## config.mk

```make
export PLATFORM = sky130hd
export DESIGN_NAME = signed_int_to_radix_digits_unit
export DESIGN_NICKNAME = d
export VERILOG_FILES = /design/src/rtl/sird_pkg.sv /design/src/rtl/sird_ram.sv /design/src/rtl/sird_div.sv /design/src/rtl/sird_scan.sv /design/src/rtl/signed_int_to_radix_digits_unit.sv
export SDC_FILE = /design/constraint.sdc
export NUM_CORES = 2
export LEC_CHECK = 0
export CELL_PAD_IN_SITES_DETAIL_PLACEMENT = 1
export CELL_PAD_IN_SITES_GLOBAL_PLACEMENT = 2
export CORE_MARGIN = 2
export CORE_UTILIZATION = 46
export CTS_CLUSTER_DIAMETER = 150
export CTS_CLUSTER_SIZE = 40
export DETAILED_ROUTE_END_ITERATION = 7
export DONT_BUFFER_PORTS = 1
export HOLD_SLACK_MARGIN = 0.05
export PLACE_DENSITY = 0.88
export SLEW_MARGIN = 20
export SYNTH_ARGS = -nofsm -noshare
export SYNTH_HDL_FRONTEND = slang
export SYNTH_SLANG_ARGS = --single-unit
```

## constraint.sdc

```tcl
create_clock -name clk_i -period 4.7 [get_ports clk_i]
set_input_delay 0.94 -clock clk_i [delete_from_list [all_inputs] [get_ports clk_i]]
set_output_delay 0.94 -clock clk_i [all_outputs]
set_load 0.05 [all_outputs]
```

## src/rtl/sird_pkg.sv

```systemverilog
// Shared types, constants and helpers for the radix digits unit.
// No dependencies.
package sird_pkg;

  localparam int unsigned CHAR_W       = 8;
  localparam int unsigned CFG_DATA_W   = 64;
  localparam int unsigned NUM_CFG_REGS = 8;
  localparam int unsigned CFG_IDX_W    = 4;

  localparam logic [CHAR_W-1:0] CHAR_MINUS = 8'h2D;
  localparam logic [CHAR_W-1:0] CHAR_LC_A  = 8'h61;
  localparam logic [CHAR_W-1:0] CHAR_LC_Z  = 8'h7A;
  localparam logic [CHAR_W-1:0] CHAR_UC_A  = 8'h41;
  localparam logic [CHAR_W-1:0] CHAR_UC_Z  = 8'h5A;
  localparam logic [CHAR_W-1:0] CHAR_D0    = 8'h30;
  localparam logic [CHAR_W-1:0] CHAR_D9    = 8'h39;

  typedef enum logic [2:0] {
    ST_IDLE,
    ST_SCAN,
    ST_DIV,
    ST_DIVW,
    ST_SIGN,
    ST_POP,
    ST_LOAD,
    ST_OUT
  } sird_state_e;

  typedef struct packed {
    logic done;
    logic ok;
  } sird_scan_t;

  function automatic logic is_alnum(input logic [CHAR_W-1:0] c);
    return ((c >= CHAR_LC_A) && (c <= CHAR_LC_Z)) ||
           ((c >= CHAR_UC_A) && (c <= CHAR_UC_Z)) ||
           ((c >= CHAR_D0) && (c <= CHAR_D9));
  endfunction

endpackage

```

## src/rtl/sird_ram.sv

```systemverilog
// Generic single-write, single-read RAM with registered read data.
// No dependencies.
module sird_ram #(
  parameter int unsigned WIDTH = 8,
  parameter int unsigned DEPTH = 32
) (
  input  logic                     clk_i,
  input  logic                     we_i,
  input  logic [$clog2(DEPTH)-1:0] waddr_i,
  input  logic [WIDTH-1:0]         wdata_i,
  input  logic [$clog2(DEPTH)-1:0] raddr_i,
  output logic [WIDTH-1:0]         rdata_o
);

  logic [WIDTH-1:0] mem_q [DEPTH];
  logic [WIDTH-1:0] rdata_q;

  always_ff @(posedge clk_i) begin
    if (we_i) begin
      mem_q[waddr_i] <= wdata_i;
    end
    rdata_q <= mem_q[raddr_i];
  end

  assign rdata_o = rdata_q;

endmodule

```

## src/rtl/sird_div.sv

```systemverilog
// Bit-serial restoring divider: one quotient bit per cycle.
// Depends on nothing beyond its parameters.
module sird_div #(
  parameter int unsigned NUMBER_WIDTH = 32,
  parameter int unsigned RADIX_W      = 7
) (
  input  logic                    clk_i,
  input  logic                    rst_ni,
  input  logic                    start_i,
  input  logic [NUMBER_WIDTH-1:0] dividend_i,
  input  logic [RADIX_W-1:0]      divisor_i,
  output logic                    done_o,
  output logic [NUMBER_WIDTH-1:0] quo_o,
  output logic [RADIX_W-1:0]      rem_o
);

  localparam int unsigned CNT_W = $clog2(NUMBER_WIDTH);

  logic                    run_q, run_d;
  logic                    done_q, done_d;
  logic [CNT_W-1:0]        cnt_q, cnt_d;
  logic [NUMBER_WIDTH-1:0] quo_q, quo_d;
  logic [RADIX_W-1:0]      rem_q, rem_d;
  logic [RADIX_W:0]        trial;
  logic [RADIX_W:0]        diff;
  logic                    geq;

  assign trial = {rem_q, quo_q[NUMBER_WIDTH-1]};
  assign diff  = trial - {1'b0, divisor_i};
  assign geq   = trial >= {1'b0, divisor_i};

  always_comb begin
    run_d  = run_q;
    done_d = 1'b0;
    cnt_d  = cnt_q;
    quo_d  = quo_q;
    rem_d  = rem_q;
    if (start_i) begin
      run_d = 1'b1;
      cnt_d = CNT_W'(NUMBER_WIDTH - 1);
      quo_d = dividend_i;
      rem_d = '0;
    end else if (run_q) begin
      quo_d = {quo_q[NUMBER_WIDTH-2:0], geq};
      rem_d = geq ? diff[RADIX_W-1:0] : trial[RADIX_W-1:0];
      cnt_d = cnt_q - 1'b1;
      if (cnt_q == '0) begin
        run_d  = 1'b0;
        done_d = 1'b1;
      end
    end
  end

  always_ff @(posedge clk_i or negedge rst_ni) begin
    if (!rst_ni) begin
      run_q  <= 1'b0;
      done_q <= 1'b0;
    end else begin
      run_q  <= run_d;
      done_q <= done_d;
    end
  end

  always_ff @(posedge clk_i) begin
    cnt_q <= cnt_d;
    quo_q <= quo_d;
    rem_q <= rem_d;
  end

  assign done_o = done_q;
  assign quo_o  = quo_q;
  assign rem_o  = rem_q;

endmodule

```

## src/rtl/sird_scan.sv

```systemverilog
// Alphabet scanner: finds the length and checks characters, one per cycle.
// Depends on sird_pkg.
module sird_scan #(
  parameter int unsigned MAX_ALPHABET = 64
) (
  input  logic                                                  clk_i,
  input  logic                                                  rst_ni,
  input  logic                                                  start_i,
  input  logic [MAX_ALPHABET-1:0][sird_pkg::CHAR_W-1:0]         alpha_i,
  output sird_pkg::sird_scan_t                                  status_o,
  output logic [$clog2(MAX_ALPHABET+1)-1:0]                     radix_o
);
  import sird_pkg::*;

  localparam int unsigned IDX_W = $clog2(MAX_ALPHABET + 1);
  localparam int unsigned AW    = (MAX_ALPHABET > 1) ? $clog2(MAX_ALPHABET) : 1;

  logic              run_q, run_d;
  logic              ok_q, ok_d;
  logic [IDX_W-1:0]  idx_q, idx_d;
  logic [CHAR_W-1:0] cur;
  logic              at_end;
  logic              dup;

  assign cur    = alpha_i[idx_q[AW-1:0]];
  assign at_end = (idx_q == IDX_W'(MAX_ALPHABET)) || (cur == '0);

  always_comb begin
    dup = 1'b0;
    for (int j = 0; j < MAX_ALPHABET; j++) begin
      dup = dup | ((IDX_W'(j) < idx_q) && (alpha_i[j] == cur));
    end
  end

  always_comb begin
    run_d    = run_q;
    ok_d     = ok_q;
    idx_d    = idx_q;
    status_o = '0;
    if (start_i) begin
      run_d = 1'b1;
      ok_d  = 1'b1;
      idx_d = '0;
    end else if (run_q) begin
      if (at_end) begin
        run_d       = 1'b0;
        status_o.done = 1'b1;
        status_o.ok   = ok_q && (idx_q >= IDX_W'(2));
      end else begin
        ok_d  = ok_q && is_alnum(cur) && !dup;
        idx_d = idx_q + 1'b1;
      end
    end
  end

  always_ff @(posedge clk_i or negedge rst_ni) begin
    if (!rst_ni) begin
      run_q <= 1'b0;
    end else begin
      run_q <= run_d;
    end
  end

  always_ff @(posedge clk_i) begin
    ok_q  <= ok_d;
    idx_q <= idx_d;
  end

  assign radix_o = idx_q;

endmodule

```

## src/rtl/signed_int_to_radix_digits_unit.sv

```systemverilog
// Flow: an alphabet scan of up to MAX_ALPHABET characters, then one bit-serial
// division per digit, then a minus sign for a negative number and the digits,
// most significant first, each held until out_ready_i. One number at a time:
// in_ready_o is high only when idle. Reset clears control state and the
// alphabet registers.
module signed_int_to_radix_digits_unit #(
  parameter int unsigned NUMBER_WIDTH = 32,
  parameter int unsigned MAX_ALPHABET = 64
) (
  input  logic                             clk_i,
  input  logic                             rst_ni,
  input  logic                             cfg_valid_i,
  output logic                             cfg_ready_o,
  input  logic [sird_pkg::CFG_IDX_W-1:0]   cfg_index_i,
  input  logic [sird_pkg::CFG_DATA_W-1:0]  cfg_data_i,
  input  logic                             in_valid_i,
  output logic                             in_ready_o,
  input  logic signed [NUMBER_WIDTH-1:0]   number_i,
  output logic                             out_valid_o,
  input  logic                             out_ready_i,
  output logic [sird_pkg::CHAR_W-1:0]      out_char_o,
  output logic                             last_char_o
);
  import sird_pkg::*;

  localparam int unsigned RADIX_W = $clog2(MAX_ALPHABET + 1);
  localparam int unsigned DIGIT_W = (MAX_ALPHABET > 1) ? $clog2(MAX_ALPHABET) : 1;
  localparam int unsigned CNT_W   = $clog2(NUMBER_WIDTH + 1);
  localparam int unsigned SW      = $clog2(NUMBER_WIDTH);

  logic [NUM_CFG_REGS-1:0][CFG_DATA_W-1:0]       cfg_q;
  logic [NUM_CFG_REGS*8-1:0][CHAR_W-1:0]         alpha_all;
  logic [MAX_ALPHABET-1:0][CHAR_W-1:0]           alpha;

  sird_state_e             state_q, state_d;
  logic                    neg_q, neg_d;
  logic [NUMBER_WIDTH-1:0] mag_q, mag_d;
  logic [CNT_W-1:0]        cnt_q, cnt_d;
  logic [CHAR_W-1:0]       char_q, char_d;
  logic                    last_q, last_d;

  sird_scan_t              scan_st;
  logic [RADIX_W-1:0]      radix;
  logic                    div_start;
  logic                    div_done;
  logic [NUMBER_WIDTH-1:0] div_quo;
  logic [RADIX_W-1:0]      div_rem;
  logic                    stk_we;
  logic [SW-1:0]           stk_raddr;
  logic [DIGIT_W-1:0]      stk_rdata;
  logic                    in_acc;

  assign alpha_all = cfg_q;
  assign alpha     = alpha_all[MAX_ALPHABET-1:0];

  assign cfg_ready_o = (state_q == ST_IDLE);

  always_ff @(posedge clk_i or negedge rst_ni) begin
    if (!rst_ni) begin
      cfg_q <= '0;
    end else if (cfg_valid_i && cfg_ready_o && (cfg_index_i < CFG_IDX_W'(NUM_CFG_REGS))) begin
      cfg_q[cfg_index_i[$clog2(NUM_CFG_REGS)-1:0]] <= cfg_data_i;
    end
  end

  assign in_ready_o = (state_q == ST_IDLE);
  assign in_acc     = in_valid_i && in_ready_o;

  sird_scan #(
    .MAX_ALPHABET(MAX_ALPHABET)
  ) u_scan (
    .clk_i,
    .rst_ni,
    .start_i (in_acc),
    .alpha_i (alpha),
    .status_o(scan_st),
    .radix_o (radix)
  );

  sird_div #(
    .NUMBER_WIDTH(NUMBER_WIDTH),
    .RADIX_W     (RADIX_W)
  ) u_div (
    .clk_i,
    .rst_ni,
    .start_i   (div_start),
    .dividend_i(mag_q),
    .divisor_i (radix),
    .done_o    (div_done),
    .quo_o     (div_quo),
    .rem_o     (div_rem)
  );

  sird_ram #(
    .WIDTH(DIGIT_W),
    .DEPTH(NUMBER_WIDTH)
  ) u_stack (
    .clk_i,
    .we_i   (stk_we),
    .waddr_i(cnt_q[SW-1:0]),
    .wdata_i(div_rem[DIGIT_W-1:0]),
    .raddr_i(stk_raddr),
    .rdata_o(stk_rdata)
  );

  assign stk_raddr = SW'(cnt_q - 1'b1);

  always_comb begin
    state_d   = state_q;
    neg_d     = neg_q;
    mag_d     = mag_q;
    cnt_d     = cnt_q;
    char_d    = char_q;
    last_d    = last_q;
    div_start = 1'b0;
    stk_we    = 1'b0;
    unique case (state_q)
      ST_IDLE: begin
        if (in_acc) begin
          neg_d   = number_i[NUMBER_WIDTH-1];
          mag_d   = number_i[NUMBER_WIDTH-1] ? NUMBER_WIDTH'(-number_i) : number_i;
          cnt_d   = '0;
          state_d = ST_SCAN;
        end
      end
      ST_SCAN: begin
        if (scan_st.done) begin
          state_d = scan_st.ok ? ST_DIV : ST_IDLE;
        end
      end
      ST_DIV: begin
        div_start = 1'b1;
        state_d   = ST_DIVW;
      end
      ST_DIVW: begin
        if (div_done) begin
          stk_we = 1'b1;
          cnt_d  = cnt_q + 1'b1;
          mag_d  = div_quo;
          if (div_quo != '0) begin
            state_d = ST_DIV;
          end else if (neg_q) begin
            char_d  = CHAR_MINUS;
            last_d  = 1'b0;
            state_d = ST_SIGN;
          end else begin
            state_d = ST_POP;
          end
        end
      end
      ST_SIGN: begin
        if (out_ready_i) begin
          state_d = ST_POP;
        end
      end
      ST_POP: begin
        cnt_d   = cnt_q - 1'b1;
        state_d = ST_LOAD;
      end
      ST_LOAD: begin
        char_d  = alpha[stk_rdata];
        last_d  = (cnt_q == '0);
        state_d = ST_OUT;
      end
      ST_OUT: begin
        if (out_ready_i) begin
          state_d = (cnt_q == '0) ? ST_IDLE : ST_POP;
        end
      end
      default: state_d = ST_IDLE;
    endcase
  end

  always_ff @(posedge clk_i or negedge rst_ni) begin
    if (!rst_ni) begin
      state_q <= ST_IDLE;
      cnt_q   <= '0;
      mag_q   <= '0;
    end else begin
      state_q <= state_d;
      cnt_q   <= cnt_d;
      mag_q   <= mag_d;
    end
  end

  always_ff @(posedge clk_i) begin
    neg_q  <= neg_d;
    char_q <= char_d;
    last_q <= last_d;
  end

  assign out_valid_o = (state_q == ST_SIGN) || (state_q == ST_OUT);
  assign out_char_o  = char_q;
  assign last_char_o = last_q;

endmodule

```

# Word level (Yosys, flattened, before mapping)
# Memories as Yosys holds them, arrays and structs flattened. A register that Yosys moved wholly into a read port is not among the register bits.
# Cells that the tools add are included.
# totals
out_inout_bits	12
register_bits	618
n_memories	1
mem_bits_rw	192
word_cells	395
# op_classes
reduce_logical	94
n_addsub	6
n_mux	52
order_cmp	77
eq_ne	79
n_bitwise	64
# memory_table
name	words	word_bits	read_ports	rd_ports_with_merged_regs	wr	line	text
u_stack.mem_q	32	6	1	1	1	sird_ram.sv:15	logic [WIDTH-1:0] mem_q [DEPTH];
# ops
cell	n
bitwise mux 512 bit	1
== test 8 bit	64
less-than comparator 6 x 7 -> 1 bit (first input constant)	32
demux 64 bit (select 3 bit)	1
2-to-1 mux 32 bit	5
less-than comparator 5 x 7 -> 1 bit (first input constant)	16
binary-select mux 8 bit (select 6 bit)	2
logical AND 1 bit	74
2-to-1 mux 64 bit	1
one-hot mux 32 bit (2 select lines)	1
OR 1 bit	63
less-than comparator 4 x 7 -> 1 bit (first input constant)	8
2-to-1 mux 8 bit	5
negation 32 bit	1
nonzero test 32 bit	1
less-than comparator 3 x 7 -> 1 bit (first input constant)	4
one-hot mux 3 bit (8 select lines)	1
2-to-1 mux 3 bit	7
2-to-1 mux 1 bit	18
one-hot mux 6 bit (3 select lines)	1
>= comparator 8 x 7 -> 1 bit (second input constant)	2
<= comparator 8 x 7 -> 1 bit (second input constant)	2
one-hot mux 8 bit (2 select lines)	1
less-than comparator 1 x 7 -> 1 bit (first input constant)	2
other kinds (37)	59

# Depth between registers and ports, before layout
# logic_depth
depth_word	69
ltp_mapped	20
depth_no_buf	14

# By module
# Synthesis repeated with hierarchy kept, for this count alone.
# hier_totals
cells_unflattened	3617
area_unflattened_um2	48117.4
# by_module_without_submodules
module	instances	area_per_inst_um2	seq_area_each_um2	cells_each
signed_int_to_radix_digits_unit	1	26317.7	14138.6	1760
sird_scan	1	11730.0	185.2	1331
sird_ram	1	7589.8	5885.6	323
sird_div	1	2479.9	1251.2	203

# Worst setup path before layout
# No wires, ideal clock.
# synth_path
path_type	register -> register
from	register u_scan.idx_q[0] (netlist: u_scan.radix_o[0])
to	register u_scan.ok_q
stages_incl_launch_ff	15
path_buffers	3
slack_ns	1.197
arrival_time_ns	3.381
synth_period_minus_slack_ns	3.503
cell_sequence	dfxtp_1 -> buf_4 -> buf_4 -> buf_4 -> mux4_2 -> a22oi_1 -> nand4_1 -> o211a_1 -> or4b_1 -> or4_1 -> o41ai_1 -> a211oi_2 -> nand4_1 -> nor3_1 -> a221o_1
# synth_via
elab_chain_cells	69
elab_cells_between_ends	276
# synth_lines
item	line	text
start: declaration	sird_scan.sv:20	logic [IDX_W-1:0] idx_q, idx_d;
start signal: assignment	sird_scan.sv:66	idx_q <= idx_d;
binary-select mux 8 bit (select 6 bit)	sird_scan.sv:25	assign cur = alpha_i[idx_q[AW-1:0]];
2-to-1 mux 8 bit (not written as such)	sird_scan.sv:25	
== test 8 bit	sird_scan.sv:31	dup = dup | ((IDX_W'(j) < idx_q) && (alpha_i[j] == cur));
logical AND 1 bit	sird_scan.sv:31	
OR 1 bit (63 in a row)	sird_scan.sv:31	
logical NOT 1 bit	sird_scan.sv:50	ok_d = ok_q && is_alnum(cur) && !dup;
logical AND 1 bit	sird_scan.sv:50	
end signal: assignment	sird_scan.sv:65	ok_q <= ok_d;
end: declaration	sird_scan.sv:19	logic ok_q, ok_d;
# Parallel ways exist; a longest one is shown, timed or not. The select of a mux whose other input is x is not followed.
# A chain may end at the register's enable or synchronous reset.

# Worst setup path after layout
# layout_path
from	register u_scan.idx_q[2] (netlist: u_scan.radix_o[2])
to	register u_scan.ok_q
# Same word-level chain as after synthesis.

==> impl_metrics.csv <==
group,metric,value,unit
timing,final_max_slew_viol_count,220,
floorplanning,num_rows,118,
finish,antenna_cells,0,
floorplanning,die_width,327,µm
synthesis,syn_avg_cell_area,12.9,µm²
setup_path,critPathTopFamily,"compound AO/OA/AOI/OAI gates",
route,drc_errors,0,
floorplanning,io_pins,117,
finish,num-nets-final,3808,
synthesis,synth-compound-area-share,0.0586,
setup_path,cp_slowest_stage_delay,0.57,ns
place,pre_cts_slack,-0.140,ns
power_and_ir_drop,ir_drop,0.659,mV
power_and_ir_drop,power.switching,0.0228,W
synthesis,synthMuxAreaShare,0.291,
route,routed_wl,198,mm
synthesis,synth_xor_area_frac,0.0906,
clock_tree,cts_buffers,25,
power_and_ir_drop,clockPowerShare,0.073,
setup_path,path_class,"reg2reg",
clock_tree,clock_latency,0.71,ns
place,place_congestion,1.07,
setup_path,crit_chain,"buf_12 > mux4_2 > nand2_1 > and3_1 > o41ai_4 > nand2_4 > buf_4 > xor2_1 > nand3_1 > a2111oi_1 > buf_4 > a41oi_1 > nand4_1 > nor4_2 > a221o_1",
finish,syn_to_final_growth,6.10,%
place,numPortBuffers,0,
setup_path,cp.required,5.33,ns
synthesis,synthFlopType,"dfrtp_1",
power_and_ir_drop,p_int,0.0224,W
synthesis,synth-edff-count,234,
finish,layout_commonest_cell,"dfrtp_1",
global_routing,first_global_vias,34905,
synthesis,synthAdderAreaFrac,0.00458,
power_and_ir_drop,p_per_area,885,nW/µm²
clock_tree,clk_path_buf_depth,3,
timing,whs,-0.0406,ns
synthesis,yosys.area_share.simple,0.0745,
floorplanning,fp.coreArea,104000,µm²
route,via_per_inst,6.78,
route,antenna_left,0,
finish,layout_common_cells,"555 x dfrtp_1, 522 x mux2_2, 291 x mux4_2",
route,drtIter0Drc,4120,
synthesis,syn_inst,3744,
synthesis,ys_seq_elements,816,
synthesis,synth_area,48100,µm²
timing,rsz0062_at_grt,"false",
timing,setup_viol,0,
clock_tree,numClockSinks,816,
timing,slew_headroom,-0.535,
timing,finalCriticalPeriod,4.69,ns
synthesis,seq_area_frac_synth,0.446,
clock_tree,clk_pin_slew,0.16,ns
synthesis,async_reset_ff_frac,0.681,
finish,nFillCells,10412,
hold_path,hp-class,"in2async",
timing,fin_skew,0.0457,ns
global_routing,overflow,0,
timing,setup_slack,0.00969,ns
timing,fin_crit_sh,0.998,
global_routing,grt_usage,0.369,
setup_path,slowest_stage,"dfxtp_4",
clock_tree,cts_tree,"yes",
setup_path,path_max_fanout,56,
setup_path,start_kind,"register",
floorplanning,die_area,107000,µm²
timing,fmax,213,MHz
power_and_ir_drop,seq_power_share,0.329,
route,firstDrtPassIters,5,
outcome,violations,"hold timing, slew limit",
setup_path,crit_top_cell,"buf_4",
power_and_ir_drop,p_leak,20.3,nW
clock_tree,cts_htree_levels,1,
finish,drive_gt1_frac,0.301,
outcome,outcome,"finished, violations left",
setup_path,worstPathArrival,5.32,ns
route,wire_per_inst,39.0,µm
synthesis,synth_warnings,0,
setup_path,worstSetupEndpointType,"register",
clock_tree,root_buffer,"clkbuf_16",
floorplanning,initial_core_util,0.464,
synthesis,ys_types,94,
timing,hold_viol_final,8,
global_routing,grt_pass1_wl,281,mm
power_and_ir_drop,swShare,0.503,
power_and_ir_drop,p_comb_frac,0.598,
global_routing,grt_max_degree,557,
place,dp_hpwl,151,mm
global_routing,antenna_found_initial,11,
setup_path,cp_num_buf_inv,3,
timing,tightestPinTransition,2.30,ns
synthesis,synth_nets,3866,
synthesis,synth_top_family_by_area,"multiplexers",
floorplanning,die_h,327,µm
flow_run,cap_violations,0,
route,dr_total_vias,34470,
layout make-up:
type,count,area (µm²),area share
clock buffer,40,683,0.0134
clock inverter,4,75.1,0.00147
inverter,26,97.6,0.00191
multi-input combinational,2620,25200,0.493
sequential,816,21500,0.421
tap,1380,1730,0.0338
timing repair buffer,197,1840,0.0360
stage by stage:
stage | cells | setup TNS, ns | util | power, W | instance area (µm²)
after floorplan | 3744 | 0 | - | 0.0290 | 48100
after global placement | 5037 | -0.161 | 0.485 | 0.0404 | 50300
after detailed placement | 5037 | -0.140 | 0.485 | 0.0409 | 50300
after CTS | 5081 | 0 | 0.492 | 0.0443 | 51000
after global routing | 5083 | 0 | 0.493 | 0.0462 | 51100
final | 5083 | 0 | 0.493 | 0.0452 | 51100
power groups by stage:
stage	registers [W]	clock network, W	logic, W
after floorplan	0.0120	0	0.0170
after global placement	0.0147	0	0.0257
after detailed placement	0.0148	0	0.0262
final	0.0149	0.00330	0.0270
after CTS	0.0146	0.00336	0.0263
after global routing	0.0149	0.00352	0.0278
worst register-to-register path, cell delays in order (launching register included):
cell and delay [ns]:
dfxtp_4 0.57, buf_12 0.34, mux4_2 0.48, nand2_1 0.10
and3_1 0.31, o41ai_4 0.33, nand2_4 0.25, buf_4 0.28
xor2_1 0.39, nand3_1 0.13, a2111oi_1 0.52, buf_4 0.24
a41oi_1 0.13, nand4_1 0.17, nor4_2 0.07, a221o_1 0.32
sequential cells by signal (all words and copies together) (netlist names), 3 cells and up:
register	cells
alpha	512
u_stack.mem_q	192
mag_q	32
u_div.quo_o	32
out_char_o	8
u_div.rem_o	7
u_scan.radix_o	7
cnt_q	6
u_stack.rdata_o	6
u_div.cnt_q	5
state_q	3
final timing paths:
kind / start / endpoint / slack, ns / depth (start not counted)
max in group asynchronous: rst_ni / cnt_q[0] / 2.85 / 0
hold / removal: rst_ni / alpha[107] / -0.04 / 0
hold reg to reg: cnt_q[5] / cnt_q[5] / 0.48 / 1
setup reg to reg: u_scan.radix_o[2] / u_scan.ok_q / 0.01 / 15
min in group clk_i: out_ready_i / state_q[2] / 0.33 / 1
setup / recovery: u_scan.radix_o[2] / u_scan.ok_q / 0.01 / 15
metal layers:
metal	vias to the layer above	track usage	wire (µm)	part of all wire
met1	18283	0.500	79700	0.40
met2	1784	0.591	92800	0.47
li1	13943	-	-	-
met4	16	0.150	10300	0.052
met3	444	0.0630	15300	0.077
met5	-	0	117	0.00059
cells by family (layout without fill, tap and decap cells):
group,Yosys count,count (layout)
buffers and inverters,309,267
AND/OR/NAND/NOR,723,724
XOR/XNOR,498,498
AO/OA/AOI/OAI,426,426
adder cells (fa/ha/maj),17,17
multiplexers,955,955
flip-flops,816,816
cell usage after synthesis (all sizes together), types with 26 or more instances:
library cell | instances | share of area
nand4 | 54 | 0.0071
o21ai | 122 | 0.013
a21oi | 110 | 0.012
nand2 | 220 | 0.017
nor2 | 122 | 0.0096
a22oi | 57 | 0.0089
dfrtp | 556 | 0.29
clkbuf | 157 | 0.012
buf | 126 | 0.021
xnor2 | 269 | 0.049
xor2 | 229 | 0.042
edfxtp | 234 | 0.15
or3 | 39 | 0.0051
dfxtp | 26 | 0.011
nor4 | 55 | 0.0071
mux2i | 133 | 0.028
mux2 | 522 | 0.12
mux4 | 300 | 0.14
nor3 | 58 | 0.0061
nand3 | 79 | 0.0082
what timing repair did:
item | CTS | global route
resized for setup | 2 | 6
endpoints found under the setup margin | 1 | 3
endpoints found under the hold margin | 556 | 257
buffers inserted | 0 | 1
cloned | 0 | 1
No activity file was read; power rests on OpenSTA's default activity.
